## src/design/wpcs_pkg.sv

```systemverilog
// shared types, constants and state encoding for the white pixel centroid steering block
package wpcs_pkg;

  localparam int ROW_W   = 13;
  localparam int COL_W   = 12;
  localparam int SUM_W   = 36;
  localparam int CNT_W   = 23;
  localparam int TERM_W  = 14;
  localparam int DEN_W   = SUM_W;
  localparam int FRAC_W  = 14;
  localparam int NUM_W   = SUM_W + FRAC_W;
  localparam int Q_W     = 15;
  localparam int STEP_W  = 4;
  localparam int SPEED_W = 9;
  localparam int STEER_W = 16;

  localparam int JQ_DEPTH = 2;
  localparam int JQ_PTR_W = 1;
  localparam int JQ_CNT_W = 2;

  localparam logic [7:0]         WHITE_LEVEL   = 8'd255;
  localparam logic [ROW_W-1:0]   ROW_RESET     = 13'd2400;
  localparam logic [ROW_W-1:0]   MIN_ROW       = 13'd2;
  localparam logic [ROW_W-1:0]   MAX_ROW_BYTES = 13'd4096;
  localparam logic [CNT_W-1:0]   COUNT_MAX     = 23'h7FFFFF;
  localparam logic [SPEED_W-1:0] SPEED_Q12     = 9'd410;
  localparam logic [Q_W-1:0]     STEER_LIMIT   = 15'd16384;
  localparam logic [STEP_W-1:0]  DIV_TOP_STEP  = 4'd14;

  typedef struct packed {
    logic [7:0] pixel_byte;
    logic       frame_end;
  } wpcs_in_t;

  typedef struct packed {
    logic                      target_found;
    logic [SPEED_W-1:0]        forward_speed;
    logic signed [STEER_W-1:0] steering;
  } wpcs_out_t;

  typedef struct packed {
    logic signed [SUM_W-1:0] offset_sum;
    logic [CNT_W-1:0]        hit_count;
    logic [ROW_W-1:0]        row_bytes;
  } wpcs_job_t;

  typedef enum logic [2:0] {
    ST_IDLE,
    ST_MUL,
    ST_CHK,
    ST_DIV,
    ST_OUT
  } wpcs_state_t;

endpackage

```

## src/design/wpcs_front.sv

```systemverilog
// front end: row width register, column tracking and per-frame hit accumulation
module wpcs_front import wpcs_pkg::*; (
  input  logic                 clk,
  input  logic                 rst_n,
  input  logic                 cfg_we,
  input  logic [ROW_W-1:0]     cfg_wdata,
  input  logic                 in_push,
  input  wpcs_in_t             in_data,
  input  logic                 jq_full,
  output logic                 in_full,
  output logic                 jq_push,
  output wpcs_job_t            jq_wdata
);

  logic [ROW_W-1:0]        row_bytes_r;
  logic [COL_W-1:0]        column_r, column_nxt;
  logic signed [SUM_W-1:0] offset_sum_r, offset_sum_nxt;
  logic [CNT_W-1:0]        hit_count_r, hit_count_nxt;
  logic [ROW_W-1:0]        eff_row;
  logic [ROW_W-1:0]        col_inc;
  logic signed [TERM_W-1:0] term;
  logic                    hit;
  logic                    accept;

  always_comb begin
    if (row_bytes_r < MIN_ROW) begin
      eff_row = MIN_ROW;
    end else if (row_bytes_r > MAX_ROW_BYTES) begin
      eff_row = MAX_ROW_BYTES;
    end else begin
      eff_row = row_bytes_r;
    end
  end

  assign accept  = in_push && !jq_full;
  assign in_full = jq_full;
  assign hit     = (in_data.pixel_byte == WHITE_LEVEL) && (hit_count_r != COUNT_MAX);
  assign term    = $signed({1'b0, column_r, 1'b0}) - $signed({1'b0, eff_row});
  assign col_inc = {1'b0, column_r} + 13'd1;

  always_comb begin
    offset_sum_nxt = offset_sum_r;
    hit_count_nxt  = hit_count_r;
    if (hit) begin
      offset_sum_nxt = offset_sum_r + SUM_W'(term);
      hit_count_nxt  = hit_count_r + 23'd1;
    end
    if (col_inc >= eff_row) begin
      column_nxt = '0;
    end else begin
      column_nxt = col_inc[COL_W-1:0];
    end
  end

  assign jq_push             = accept && in_data.frame_end;
  assign jq_wdata.offset_sum = offset_sum_nxt;
  assign jq_wdata.hit_count  = hit_count_nxt;
  assign jq_wdata.row_bytes  = eff_row;

  always_ff @(posedge clk) begin
    if (!rst_n) begin
      row_bytes_r  <= ROW_RESET;
      column_r     <= '0;
      offset_sum_r <= '0;
      hit_count_r  <= '0;
    end else begin
      if (cfg_we) begin
        row_bytes_r <= cfg_wdata;
      end
      if (accept) begin
        if (in_data.frame_end) begin
          column_r     <= '0;
          offset_sum_r <= '0;
          hit_count_r  <= '0;
        end else begin
          column_r     <= column_nxt;
          offset_sum_r <= offset_sum_nxt;
          hit_count_r  <= hit_count_nxt;
        end
      end
    end
  end

endmodule

```

## src/design/wpcs_jobq.sv

```systemverilog
// two-entry queue of finished frame totals between front and back
module wpcs_jobq import wpcs_pkg::*; (
  input  logic         clk,
  input  logic         rst_n,
  input  logic         push,
  input  logic         pop,
  input  wpcs_job_t    wdata,
  output logic         full,
  output logic         empty,
  output wpcs_job_t    rdata
);

  wpcs_job_t             entry_r [JQ_DEPTH];
  logic [JQ_PTR_W-1:0]   wr_ptr_r, rd_ptr_r;
  logic [JQ_CNT_W-1:0]   cnt_r;
  logic                  do_push, do_pop;

  assign full    = (cnt_r == JQ_CNT_W'(JQ_DEPTH));
  assign empty   = (cnt_r == '0);
  assign rdata   = entry_r[rd_ptr_r];
  assign do_push = push && !full;
  assign do_pop  = pop && !empty;

  always_ff @(posedge clk) begin
    if (do_push) begin
      entry_r[wr_ptr_r] <= wdata;
    end
  end

  always_ff @(posedge clk) begin
    if (!rst_n) begin
      wr_ptr_r <= '0;
      rd_ptr_r <= '0;
      cnt_r    <= '0;
    end else begin
      if (do_push) begin
        wr_ptr_r <= wr_ptr_r + 1'b1;
      end
      if (do_pop) begin
        rd_ptr_r <= rd_ptr_r + 1'b1;
      end
      case ({do_push, do_pop})
        2'b10:   cnt_r <= cnt_r + 2'd1;
        2'b01:   cnt_r <= cnt_r - 2'd1;
        default: cnt_r <= cnt_r;
      endcase
    end
  end

endmodule

```

## src/design/wpcs_back.sv

```systemverilog
// back end: per-frame steering division, saturation and result register
module wpcs_back import wpcs_pkg::*; (
  input  logic      clk,
  input  logic      rst_n,
  input  logic      jq_empty,
  input  wpcs_job_t jq_rdata,
  output logic      jq_pop,
  input  logic      out_pop,
  output logic      out_empty,
  output wpcs_out_t out_data
);

  wpcs_state_t       state_r, state_nxt;
  logic              neg_r, found_r;
  logic [SUM_W-1:0]  mag_r;
  logic [CNT_W-1:0]  count_r;
  logic [ROW_W-1:0]  row_r;
  logic [DEN_W-1:0]  den_r;
  logic [NUM_W-1:0]  rem_r, dsh_r;
  logic [Q_W-1:0]    q_r;
  logic [STEP_W-1:0] step_r;
  logic              out_valid_r;
  wpcs_out_t         out_r;

  logic              out_load;
  logic              ovf;
  logic              ge;
  logic [Q_W-1:0]    q_sat;
  logic [STEER_W-1:0] q_ext;

  assign ovf   = {1'b0, rem_r} >= {den_r, 15'b0};
  assign ge    = rem_r >= dsh_r;
  assign q_sat = (q_r > STEER_LIMIT) ? STEER_LIMIT : q_r;
  assign q_ext = {1'b0, q_sat};

  always_comb begin
    state_nxt = state_r;
    unique case (state_r)
      ST_IDLE: begin
        if (!jq_empty) begin
          state_nxt = (jq_rdata.hit_count != '0) ? ST_MUL : ST_OUT;
        end
      end
      ST_MUL:  state_nxt = ST_CHK;
      ST_CHK:  state_nxt = ovf ? ST_OUT : ST_DIV;
      ST_DIV: begin
        if (step_r == '0) begin
          state_nxt = ST_OUT;
        end
      end
      ST_OUT: begin
        if (out_load) begin
          state_nxt = ST_IDLE;
        end
      end
      default: state_nxt = ST_IDLE;
    endcase
  end

  always_comb begin
    jq_pop   = (state_r == ST_IDLE) && !jq_empty;
    out_load = (state_r == ST_OUT) && (!out_valid_r || out_pop);
  end

  always_ff @(posedge clk) begin
    case (state_r)
      ST_IDLE: begin
        neg_r   <= jq_rdata.offset_sum < 0;
        mag_r   <= (jq_rdata.offset_sum < 0) ? SUM_W'(-jq_rdata.offset_sum)
                                             : SUM_W'(jq_rdata.offset_sum);
        count_r <= jq_rdata.hit_count;
        row_r   <= jq_rdata.row_bytes;
        found_r <= jq_rdata.hit_count != '0;
        q_r     <= '0;
      end
      ST_MUL: begin
        den_r <= DEN_W'(count_r) * DEN_W'(row_r);
        rem_r <= {mag_r, 14'b0};
      end
      ST_CHK: begin
        if (ovf) begin
          q_r <= STEER_LIMIT;
        end
        dsh_r  <= {den_r, 14'b0};
        step_r <= DIV_TOP_STEP;
      end
      ST_DIV: begin
        if (ge) begin
          rem_r <= rem_r - dsh_r;
        end
        q_r    <= {q_r[Q_W-2:0], ge};
        dsh_r  <= dsh_r >> 1;
        step_r <= step_r - 4'd1;
      end
      default: begin
      end
    endcase
    if (out_load) begin
      out_r.target_found  <= found_r;
      out_r.forward_speed <= found_r ? SPEED_Q12 : '0;
      out_r.steering      <= !found_r ? '0 : (neg_r ? $signed(q_ext) : -$signed(q_ext));
    end
  end

  always_ff @(posedge clk) begin
    if (!rst_n) begin
      state_r     <= ST_IDLE;
      out_valid_r <= 1'b0;
    end else begin
      state_r <= state_nxt;
      if (out_load) begin
        out_valid_r <= 1'b1;
      end else if (out_pop) begin
        out_valid_r <= 1'b0;
      end
    end
  end

  assign out_empty = !out_valid_r;
  assign out_data  = out_r;

endmodule

```

## src/design/white_pixel_centroid_steering.sv

```systemverilog
// top level of the white pixel centroid steering block
// Usage:
//   input channel: push one image byte per request on in_data with in_push while
//   in_full is low; set frame_end on the last byte of a frame. Bytes are taken
//   at one per cycle while in_full is low; in_full rises only when two finished
//   frames are still waiting for the divider.
//   result channel: one request per frame on out_data while out_empty is low,
//   taken by out_pop. A frame with hits goes through multiply, overflow check,
//   15 divide steps (skipped on overflow) and load; a frame with no hits goes
//   straight to the load. The back end handles one frame at a time, so frames
//   arriving faster than it finishes them can fill the frame queue.
//   configuration: cfg_we with cfg_wdata writes the row width in bytes;
//   values below 2 act as 2 and above 4096 as 4096.
//   reset: row width returns to 2400; column, sums, frame queue and result register clear.
//   a stalled receiver holds the result register, then the back end, then
//   the frame queue, and finally raises in_full.
module white_pixel_centroid_steering import wpcs_pkg::*; (
  input  logic             clk,
  input  logic             rst_n,
  input  logic             cfg_we,
  input  logic [ROW_W-1:0] cfg_wdata,
  input  logic             in_push,
  input  wpcs_in_t         in_data,
  output logic             in_full,
  input  logic             out_pop,
  output logic             out_empty,
  output wpcs_out_t        out_data
);

  logic         jq_push, jq_full, jq_pop, jq_empty;
  wpcs_job_t    jq_wdata, jq_rdata;

  wpcs_front u_front (
    .clk       (clk),
    .rst_n     (rst_n),
    .cfg_we    (cfg_we),
    .cfg_wdata (cfg_wdata),
    .in_push   (in_push),
    .in_data   (in_data),
    .jq_full   (jq_full),
    .in_full   (in_full),
    .jq_push   (jq_push),
    .jq_wdata  (jq_wdata)
  );

  wpcs_jobq u_jobq (
    .clk    (clk),
    .rst_n  (rst_n),
    .push   (jq_push),
    .pop    (jq_pop),
    .wdata  (jq_wdata),
    .full   (jq_full),
    .empty  (jq_empty),
    .rdata  (jq_rdata)
  );

  wpcs_back u_back (
    .clk       (clk),
    .rst_n     (rst_n),
    .jq_empty  (jq_empty),
    .jq_rdata  (jq_rdata),
    .jq_pop    (jq_pop),
    .out_pop   (out_pop),
    .out_empty (out_empty),
    .out_data  (out_data)
  );

  a_no_push_full: assert property (@(posedge clk) disable iff (!rst_n)
    jq_push |-> !jq_full)
    else $error("frame queue written while full");

  a_no_target_zero: assert property (@(posedge clk) disable iff (!rst_n)
    (!out_empty && !out_data.target_found) |->
      (out_data.forward_speed == '0 && out_data.steering == '0))
    else $error("no-target result carries speed or steering");

  a_target_speed: assert property (@(posedge clk) disable iff (!rst_n)
    (!out_empty && out_data.target_found) |-> out_data.forward_speed == SPEED_Q12)
    else $error("target result with wrong speed");

  a_steer_range: assert property (@(posedge clk) disable iff (!rst_n)
    !out_empty |-> (out_data.steering <= 16'sd16384 && out_data.steering >= -16'sd16384))
    else $error("steering outside saturation range");

endmodule
```

## config.mk

```make
export PLATFORM = sky130hd
export DESIGN_NAME = white_pixel_centroid_steering
export DESIGN_NICKNAME = d
export VERILOG_FILES = /design/src/design/wpcs_pkg.sv /design/src/design/wpcs_front.sv /design/src/design/wpcs_jobq.sv /design/src/design/wpcs_back.sv /design/src/design/white_pixel_centroid_steering.sv
export SDC_FILE = /design/constraint.sdc
export NUM_CORES = 2
export LEC_CHECK = 0
export BUFFER_PORTS_ARGS = -buffer_cell sky130_fd_sc_hd__buf_4
export CORE_ASPECT_RATIO = 1.75
export CORE_MARGIN = 2
export CORE_UTILIZATION = 55
export CTS_CLUSTER_DIAMETER = 120
export DETAILED_ROUTE_END_ITERATION = 12
export PLACE_DENSITY = 0.69
export SLEW_MARGIN = 25
export SYNTH_ARGS = -nofsm -noshare
export SYNTH_HDL_FRONTEND = slang
export SYNTH_HIERARCHICAL = 1
export SYNTH_SLANG_ARGS = --single-unit
```

## constraint.sdc

```tcl
create_clock -name clk -period 9.4 [get_ports clk]
set_input_delay 0.94 -clock clk [delete_from_list [all_inputs] [get_ports clk]]
set_output_delay 0.94 -clock clk [all_outputs]
set_load 0.01 [all_outputs]
```

# --- Word level (Yosys, flattened, before mapping) ---
# Memories as Yosys holds them, arrays and structs flattened. A register that Yosys moved wholly into a read port is not among the register bits.
# Cells that the tools add are included.
word_totals:
  memories: 1
  rom_bits: 0
  word_cells: 114
  mem_bits_rw: 144
  out_inout_bits: 28
  ff_bits: 347
  latch_bits: 0
mem_list:
  columns: ["name", "words", "width", "rd", "rd_ports_with_merged_regs", "write_ports", "line", "source"]
  rows:
  - ["u_jobq.entry_r", 2, 72, 1, 1, 1, "wpcs_jobq.sv:13", "wpcs_job_t entry_r [JQ_DEPTH];"]
op_classes:
  n_reduce_logical: 24
  shift: 0
  multipliers: 1
  add_sub_neg: 12
  div: 0
  muxes: 31
  n_bitwise: 1
  order_cmp: 7
  n_eq_ne: 14
ops:
  columns: ["operator", "count"]
  rows:
  - ["one-hot mux 50 bit (2 select lines)", 2]
  - ["2-to-1 mux 36 bit", 3]
  - [">= comparator 50 x 51 -> 1 bit", 1]
  - [">= comparator 50 bit", 1]
  - ["2-to-1 mux 50 bit", 1]
  - ["subtractor 50 bit", 1]
  - ["2-to-1 mux 23 bit", 2]
  - ["2-to-1 mux 15 bit", 3]
  - ["one-hot mux 15 bit (3 select lines)", 1]
  - ["adder 36 x 14 -> 36 bit", 1]
  - ["< comparator 36 x 1 -> 1 bit (second input constant)", 1]
  - ["multiplier 23 x 13 -> 36 bit", 1]
  - ["negator 36 bit", 1]
  - ["2-to-1 mux 13 bit", 2]
  - ["2-to-1 mux 12 bit", 2]
  - ["adder 23 x 1 -> 23 bit (second input constant)", 1]
  - ["!= test 23 bit (second input constant)", 1]
  - ["nonzero test 23 bit", 1]
  - ["negator 15 -> 16 bit", 1]
  - ["greater-than comparator 15 bit (second input constant)", 1]
  - ["2-to-1 mux 3 bit", 5]
  - ["one-hot mux 3 bit (5 select lines)", 1]
  - ["subtractor 13 x 13 -> 14 bit", 1]
  - ["adder 12 x 1 -> 13 bit (second input constant)", 1]
  - ["other kinds (31)", 54]

# --- Longest topological paths before layout ---
depth:
  depth_word: 7
  depth_mapped: 25
  depth_no_buf: 25

# --- Cells and area by module ---
# Netlist, hierarchy kept.
modules_own_cells:
  columns: ["module", "seq_area_each_um2", "area_per_inst_um2", "cells_per_inst", "instances"]
  rows:
  - ["wpcs_back", 7467.2, 23472.5, 2442, 1]
  - ["wpcs_front", 1681.6, 6930.4, 894, 1]
  - ["wpcs_jobq", 4424.2, 5411.4, 250, 1]

# --- Worst setup path after synthesis ---
# OpenSTA, ideal clock, no wires.
synth_timing:
  path_type: "reg2reg"
  start: "register u_back.state_r[0]"
  end: "register u_back.count_r[0] (enable)"
  synth_period_minus_slack_ns: 6.309
  t_arrival_ns: 5.712
  setup_ns: 0.597
  path_stages_with_launch: 4
  required_ns: 8.803
  path_slack_ns: 3.091
  n_path_buf: 2
  path_cell_list: "dfxtp_1 clkbuf_1 clkbuf_1 nor3_1"
synth_via:
  elab_chain_cells: 1
synth_lines:
  columns: ["item", "line", "source"]
  rows:
  - ["start, declared", "wpcs_back.sv:13", "wpcs_state_t state_r, state_nxt;"]
  - ["start signal, assigned", "wpcs_back.sv:110", "state_r <= state_nxt;"]
  - ["zero test 3 bit", "wpcs_back.sv:66", "case (state_r)"]
  - ["end signal, assigned", "wpcs_back.sv:71", "count_r <= jq_rdata.hit_count;"]
  - ["end, declared", "wpcs_back.sv:16", "logic [CNT_W-1:0] count_r;"]
# Every way passes these cells.
# A chain may end at the register's enable or synchronous reset.

# --- Worst setup path in the final report ---
layout_timing:
  start: "register u_back.row_r[6]"
  end: "register u_back.den_r[32], data pin"
layout_via:
  elab_chain_cells: 1
layout_lines:
  columns: ["item", "line", "source"]
  rows:
  - ["start, declared", "wpcs_back.sv:17", "logic [ROW_W-1:0] row_r;"]
  - ["start signal, assigned", "wpcs_back.sv:72", "row_r <= jq_rdata.row_bytes;"]
  - ["multiplier 23 x 13 -> 36 bit", "wpcs_back.sv:77", "den_r <= DEN_W'(count_r) * DEN_W'(row_r);"]
  - ["end signal, assigned", "wpcs_back.sv:77", null]
  - ["end, declared", "wpcs_back.sv:18", "logic [DEN_W-1:0] den_r;"]
# Every way passes these cells.

==> metrics.md <==
| Metric | Value |
|---|---|
| Post-synthesis sequential area ratio | 0.3790 |
| CP required | about 10 ns |
| Most common cell on crit path | fa_1 |
| Commonest non-fill, non-tap cell in the layout | nand2_1 |
| Fin Clk Skew | roughly 0.038 ns |
| FF+latch count, synth | between 400 and 500 |
| Worst skew pair latency | 0.60 ns |
| Vias in the first global route | ~27,000 |
| Setup TNS Final | 0 ns |
| Wire length of the first global-routing pass | between 100,000 and 150,000 µm |
| FP Rows | between 100 and 150 |
| Startpoint Class | flop |
| Htree depth | 2 |
| Worst-path clk slew | 0.07 ns |
| Cts bufs inserted | between 40 and 50 |
| Buffers on Ports | 50 |
| Top_reg_cell synth | edfxtp_1 |
| Core area | approximately 64,000 µm² |
| Fmax | 145.3 MHz |
| Fraction of layout cells with a size suffix above 1 | 0.07819 |
| Clock Tree Root | clkbuf_16 |
| Via count | 25,620 |
| Post-synth EDFFs | ~400 |
| Post-DP HPWL | 66,870 µm |
| Ys async rst share | 0 |
| 1st-iter DRT viols | about 1,700 |
| Crit Path Category | reg -> reg |
| Max Slew Vio Count | 0 |
| Hold Crit Class | reg -> reg |
| CP max FO | 23 |
| First-pass DRT Iterations | 8 |
| Yosys warnings | 6 |
| Final setup vio count | 0 |
| Endpoint class of the critical path | flop |
| Fin. Hold Viols | 0 |
| Avg Inst Size Synth | approximately 10 µm² |
| Status | complete, no violations |
| Clk buf depth | 3 |
| CP max stage delay | approximately 0.93 ns |
| Final nets | 4,040 |
| Routability cong. | just over 0.9 |
| Detailed-route DRC error count | 0 |
| Post-CTS Repair Setup Buffers | 0 |
| Mapped Area | about 36,000 µm² |
| Post-cts gate resize count | 0 |
| Initial antenna violation count | 1 |
| Die area | slightly below 70,000 µm² |
| GRT Total Usage | 0.2634 |
| Slew margin rel. | 0.3124 |
| WL per Instance | 19.68 µm |
| ANT cells | 0 |
| Die Wd | slightly below 200 µm |
| Routed Antenna Nets | 0 |
| Synth unique cells | 106 |
| TritonCTS clock tree | built |
| Overflow after GRT | 0 |
| Min Tclk post-route | around 7 ns |
| Largest net degree at the start of global routing | 87 |
| Worst-Margin Slew | about 1.0 ns |
| Max_cap viols | 0 |
| WL final | 86,450 µm |
| Post-Synthesis Cells | 3,586 |
| Clock tree sinks | around 480 |
| Worst path slowest cell | edfxtp_1 |
| RSZ-0062 raised after global routing | no |
| Detail-routed via count per cell | roughly 5.8 |
| Area growth from synthesis to layout | 6.722% |
| Arr. time, crit path | 7.20 ns |
| Chip height | 341.6 µm |
| Critical path, cell by cell | nand2_1, fa_1, fa_1, inv_1, fa_1, fa_1, inv_1, fa_1, inv_1, ha_1, a2111oi_0, nand3_1, a32oi_1, o21a_1, o221ai_1, a221oi_2, nor3_1, a311o_1 |
| # IOs | 55 |
| Most frequent cells in the layout | 452 x nand2_1, 427 x inv_1, 390 x edfxtp_1 |
| Effective utilization at floorplan | 0.5567 |
| Final worst path period share | 0.7322 |
| Post-CTS Hold Fix Bufs | 0 |
## per-layer routing
metal | wire length, µm | track usage | vias up
met5 | 13 | 0 | -
met4 | 6516 | 0.1758 | 2
met3 | 3075 | 0.02878 | 293
met2 | 47090 | 0.5019 | 649
met1 | 29760 | 0.2674 | 12460
li1 | - | - | 12220
## state kept, by name, summed over array words and instances, names as in the netlist, 15 cells and up, named ones only
| signal | cells |
|---|---|
| u_back/count_r | 23 |
| u_back/den_r | 36 |
| u_back/dsh_r | 50 |
| u_back/mag_r | 36 |
| u_back/out_data | 17 |
| u_back/q_r | 15 |
| u_back/rem_r | 50 |
| u_front/hit_count_r | 23 |
| u_front/offset_sum_r | 36 |
| u_jobq/entry_r | 144 |
## final timing paths
path | startpoint | endpoint | slack, ns | cells after the start
setup / recovery | u_back/row_r[6] | u_back/den_r[32] | 2.52 | 18
setup reg to reg | u_back/row_r[6] | u_back/den_r[32] | 2.52 | 18
hold / removal | u_front/offset_sum_r[21] | u_front/offset_sum_r[21] | 0.49 | 2
hold reg to reg | u_front/offset_sum_r[21] | u_front/offset_sum_r[21] | 0.49 | 2
## cell type report
| class | count | area [µm²] |
|---|---|---|
| Fill cell | 5513 | 26110 |
| Multi-Input combinational cell | 2516 | 20020 |
| Sequential cell | 483 | 13570 |
| Inverter | 431 | 1619 |
| Clock buffer | 58 | 1226 |
| Tap cell | 812 | 1016 |
| Timing Repair Buffer | 68 | 510.5 |
| Clock inverter | 25 | 256.5 |
## cell families (layout without fill, tap and decap cells)
group,after synthesis,in the layout,synth area share
adders and majority gates,468,468,0.2125
xor gates and xnor gates,176,176,0.04304
muxes,94,94,0.02896
DFF,483,483,0.3790
and+or+nand+nor,1112,1112,0.1503
AOI/OAI and AO/OA,662,662,0.1224
other,1,4,0.0001047
buffers and inverters,590,582,0.06369
## synth_stat cells (9+ instances only)
cell type | count | area [µm²]
buf_1 | 10 | 37.54
nand4_1 | 45 | 281.5
o21a_1 | 21 | 157.7
mux2i_1 | 17 | 170.2
xnor2_1 | 118 | 1033
o21ai_0 | 174 | 870.8
a21oi_1 | 148 | 740.7
nor2_1 | 187 | 701.9
mux2_2 | 77 | 867.1
nand2b_1 | 19 | 118.9
ha_1 | 234 | 2928
o21bai_1 | 17 | 127.6
nand2_1 | 454 | 1704
a21o_1 | 85 | 638.1
inv_1 | 428 | 1607
a22oi_1 | 32 | 240.2
nor3_1 | 40 | 200.2
and2_1 | 139 | 869.6
buf_4 | 11 | 82.58
nor4_1 | 23 | 143.9
o31ai_1 | 23 | 172.7
or3_1 | 14 | 87.58
a31oi_1 | 20 | 125.1
o21ai_1 | 12 | 60.06
and3_1 | 33 | 206.5
nor2b_1 | 33 | 206.5
o211ai_1 | 11 | 82.58
buf_2 | 14 | 70.07
clkbuf_1 | 123 | 461.7
xor2_1 | 58 | 508.0
fa_1 | 234 | 4684
dfxtp_1 | 93 | 1862
edfxtp_1 | 390 | 11710
nor3b_1 | 9 | 67.56
a211oi_1 | 12 | 90.09
nand3_1 | 62 | 310.3
or4_1 | 13 | 97.59
## through the flow
step / util / instances / cell area, µm² / hold slack [ns] / setup WS [ns]
final: 0.5942 / 4393 / 38220 / 0.4865 / 2.517
after global routing: 0.5942 / 4393 / 38220 / 0.5014 / 2.154
after CTS: 0.5941 / 4393 / 38220 / 0.4860 / 2.586
after detailed placement: 0.5711 / 4310 / 36740 / 0.4752 / 2.604
after global placement: 0.5710 / 4310 / 36730 / 0.4564 / 2.716
after floorplan: - / 3589 / 35830 / 0.4461 / 3.091
## worst max-delay path, delay by kind of cell, from the launching register on
family          cells  cell delay, ns
fa+ha+maj           6            3.01
buf+inv             3            0.18
compound gates      6            2.03
simple gates        3            0.45
flops               1            0.93
Power is not shown: default switching activity piles up to over one toggle a cycle in this logic, so the estimate is an artifact.
